<file path="config.mk">
export PLATFORM = sky130hd
export DESIGN_NAME = rdm_cell
export DESIGN_NICKNAME = d
export VERILOG_FILES = /design/src/rtl/core/rdm_pkg.sv /design/src/rtl/core/rdm_cell.sv
export SDC_FILE = /design/constraint.sdc
export NUM_CORES = 1
export LEC_CHECK = 0
export ABC_AREA = 1
export CAP_MARGIN = 5
export CORE_AREA = 2 2 39 41
export DETAILED_ROUTE_END_ITERATION = 10
export DIE_AREA = 0 0 41 43
export DONT_BUFFER_PORTS = 1
export GPL_ROUTABILITY_DRIVEN = 0
export HOLD_SLACK_MARGIN = 0.1
export PLACE_DENSITY_LB_ADDON = 0.25
export SETUP_SLACK_MARGIN = 0.1
export SYNTH_ARGS = -nofsm -noshare
export SYNTH_HDL_FRONTEND = slang
export SYNTH_SLANG_ARGS = --single-unit
</file>
<file path="constraint.sdc">
create_clock -name clk -period 0.9 [get_ports clk]
set_input_delay 0.09 -clock clk [delete_from_list [all_inputs] [get_ports clk]]
set_output_delay 0.09 -clock clk [all_outputs]
set_load 0.05 [all_outputs]
</file>
<file path="src/rtl/core/rdm_pkg.sv">
// package for the dot-star regex matcher: sizes, register indexes, cell control
// no dependencies
package rdm_pkg;

    localparam int TOKENS     = 16;
    localparam int POSITIONS  = TOKENS + 1;
    localparam int CNT_W      = $clog2(POSITIONS);
    localparam int CHAR_W     = 8;
    localparam int CHARS_W    = 64;
    localparam int STAR_W     = 16;
    localparam int TCOUNT_W   = 5;
    localparam int CFG_DATA_W = 64;
    localparam int CFG_IDX_W  = 2;

    localparam logic [CHAR_W-1:0] DOT_BYTE = 8'd46;

    typedef enum logic [CFG_IDX_W-1:0] {
        REG_CHARS_LOW  = 2'd0,
        REG_CHARS_HIGH = 2'd1,
        REG_STAR_MASK  = 2'd2,
        REG_TOKEN_CNT  = 2'd3
    } reg_index_t;

    // per-transfer control broadcast along the cell row
    typedef struct packed {
        logic              load;
        logic              restart;
        logic [CHAR_W-1:0] text_char;
    } step_ctl_t;

endpackage

</file>
<file path="src/rtl/core/rdm_cell.sv">
// one token cell: holds the reached bit of the position after its token
// depends on rdm_pkg
module rdm_cell
    import rdm_pkg::*;
(
    input  logic              clk,
    input  logic              rst_n,
    input  step_ctl_t         ctl,
    input  logic [CHAR_W-1:0] tok_char,
    input  logic              starred,
    input  logic              in_use,
    input  logic              closed_in,
    input  logic              back_in,
    output logic              closed_out,
    output logic              back_out
);

    logic act_reg;
    logic act_next;
    logic hit;
    logic fwd;

    // closure: own bit kept, plus empty move over a starred token
    assign closed_out = in_use & (act_reg | (closed_in & starred));

    assign hit      = closed_in & in_use & ((tok_char == DOT_BYTE) || (tok_char == ctl.text_char));
    assign fwd      = hit & ~starred;
    assign back_out = hit & starred;

    assign act_next = ctl.restart ? 1'b0 : (fwd | back_in);

    always_ff @(posedge clk or negedge rst_n)
    begin
        if (!rst_n)
        begin
            act_reg <= 1'b0;
        end
        else if (ctl.load)
        begin
            act_reg <= act_next;
        end
    end

endmodule

</file>
==> impl_metrics.ini <==
[layout]
largest_reg_flops = 1
post-route-util_pct = 31.3
finish.net_count = 84
area_delta_synth_final_pct = 68.8
fin_cells = 74
diodes = 0
multi_input_area_sq_um = 275
drive_gt1_share_pct = 41.4
seq_area_sq_um = 25.0
fill_cells = 157

[setup_path]
crit_buf_inv = 1
cp_max_fo = 2
worst_ep_required_time_ps = 810
path_cells = xnor2_2 > nand2_1 > nor2_2 > nand2_2 > a21oi_4 > buf_12
critical-path-top-delay-family = simple AND/OR/NAND/NOR gates
criticalPathCategory = in2out
endpoint_kind = primary output
cp.arrival_ps = 820
crit_path_top_delay_cell = a21oi_4
start_kind = input port
crit_path_max_incr_delay_ps = 170

[place]
place_ws_ps = -37.8
port_buffers = 0
dp_hpwl_um = 523
place_inst = 73

[logic_synthesis]
synth_cells = 55
seq_area_frac_synth_pct = 9.76
synth_top_area_share_pct = 43.9
synthTopCellsByArea = nand2_1 44%, inv_1 15%, xnor2_1 10%
ys_seq_elements = 1
synthDistinctLibCells = 11
ys.warnings.count = 0
syn_avg_cell_area_sq_um = 4.66
yosysTopAreaCell = nand2_1
synth_area_sq_um = 256
syn_nets = 79

[floorplan]
start_util_pct = 18.5
rows = 14
die_y_um = 43
io_pins = 26
coreArea_sq_mm = 0.00138
die_area_sq_mm = 0.00176
die_w_um = 41

[detailed_routing]
ant_nets = 0
first_pass_iters = 3
drc_errors = 0
vias = 316
viasPerCell = 4.27
wire_per_inst_um = 8.89
drt_wl_total_um = 658
drt_iter0_drc = 2

[sta]
setup_viol = 1
final.min_clock_period_ps = 908
hold_ws_ps = 258
hold_violations = 0
slew_headroom_pct = 86.3
max_freq_mhz = 1100
worst_pin_slew_ps = 205
fin_ws_ps = -8.37
final.setup.tns_ps = -8.37
skew_ps = 0
rsz0062_at_grt = true
post-route-period-util_pct = 101
slew_viol_final = 0

[grt]
grt_pass1_wl_um = 883
grt_max_degree = 4
grt.total_usage_pct = 6.71
grt_pass1_vias = 301
grt.overflow.total = 0
grt_antenna_before_repair = 0

[power_and_ir_drop]
p_per_area_mw_per_mm2 = 447
leakagePower_nw = 0.223
ir_worst_vdd_uv = 352

[clock_tree]
clk_pin_slew_ps = 0
post_cts_buffers = 0
insertion_delay_ps = 0

[outcome]
failed_checks = negative setup slack
status = finished with violations

[job]
max_cap_viol_count = 0

[min_path]
hold_path.class = in2reg
[stage by stage]
step                      cell area [sq um]  total power, W
after floorplan                         268        0.000126
after global placement                  328        0.000151
after detailed placement                328        0.000152
after CTS                               363        0.000164
after global routing                    433        0.000211
final                                   433        0.000193
[what timing repair did]
item / CTS / global route
setup endpoints to repair: 2 / 3
hold endpoints to repair: 1 / 0
pin swaps: 5 / 13
gates resized for setup: 5 / 22
hold buffers: 1 / 0
[report_power, final]
group          internal (W)  switching (W)  leakage [nW]
combinational     0.0000797      0.0000623         0.210
sequential        0.0000493     0.00000208        0.0130
clock                     0              0             0
total              0.000129      0.0000644         0.223
[area by class of cell]
class | instances | area share, %
Inverter | 12 | 14.5
Multi-Input combinational cell | 42 | 63.6
Sequential cell | 1 | 5.78
Tap cell | 16 | 4.62
Timing Repair Buffer | 3 | 11.6
[layer usage]
| layer | wire, um | up-vias | GRT usage (%) | share of wire (%) |
|---|---|---|---|---|
| met5 | 0 | - | 0 | 0 |
| met4 | 0 | 0 | 0 | 0 |
| met3 | 106 | 0 | 1.05 | 16 |
| met2 | 344 | 22 | 13.8 | 52 |
| met1 | 207 | 130 | 6.69 | 31 |
| li1 | - | 164 | - | - |
[final timing paths]
| check | cells after the start | end | start | slack [ps] |
|---|---|---|---|---|
| min in group asynchronous | 1 | act_reg | rst_n | 310 |
| worst min register to register | 2 | act_reg | act_reg | 480 |
| worst max register to register | 2 | act_reg | act_reg | 300 |
| worst min-delay path | 3 | act_reg | ctl[8] | 260 |
| worst max-delay path | 6 | back_out | tok_char[2] | -8 |
| max in group asynchronous | 1 | act_reg | rst_n | 490 |
[cell usage after synthesis]
| cell | n |
|---|---|
| a21oi_1 | 1 |
| dfrtp_1 | 1 |
| inv_1 | 10 |
| inv_2 | 2 |
| nand2_1 | 30 |
| nand3_1 | 1 |
| nand4_1 | 1 |
| nor2_1 | 4 |
| nor2_4 | 1 |
| nor3_1 | 1 |
| xnor2_1 | 3 |
[tightest hold or removal path: cells and delay by family]
family           cells  cell delay [ps]
and+or+nand+nor      3              120
[cells in the final DEF, fill, tap and decap left out, drive strengths merged]
cell type    instances
a21oi                1
dfrtp                1
xnor2                3
nand2               30
clkinv               1
nand4                1
dlygate4sd3          1
inv                 11
buf                  2
nor3                 1
nand3                1
nor2                 5
[cells by family after synthesis]
logic type	synth area share [%]
AOI/OAI and AO/OA	1.95
DFF	9.75
xor gates and xnor gates	10.2
and+or+nand+nor	60.5
buffers and inverters	17.6
(Power assumes the default switching activity.)
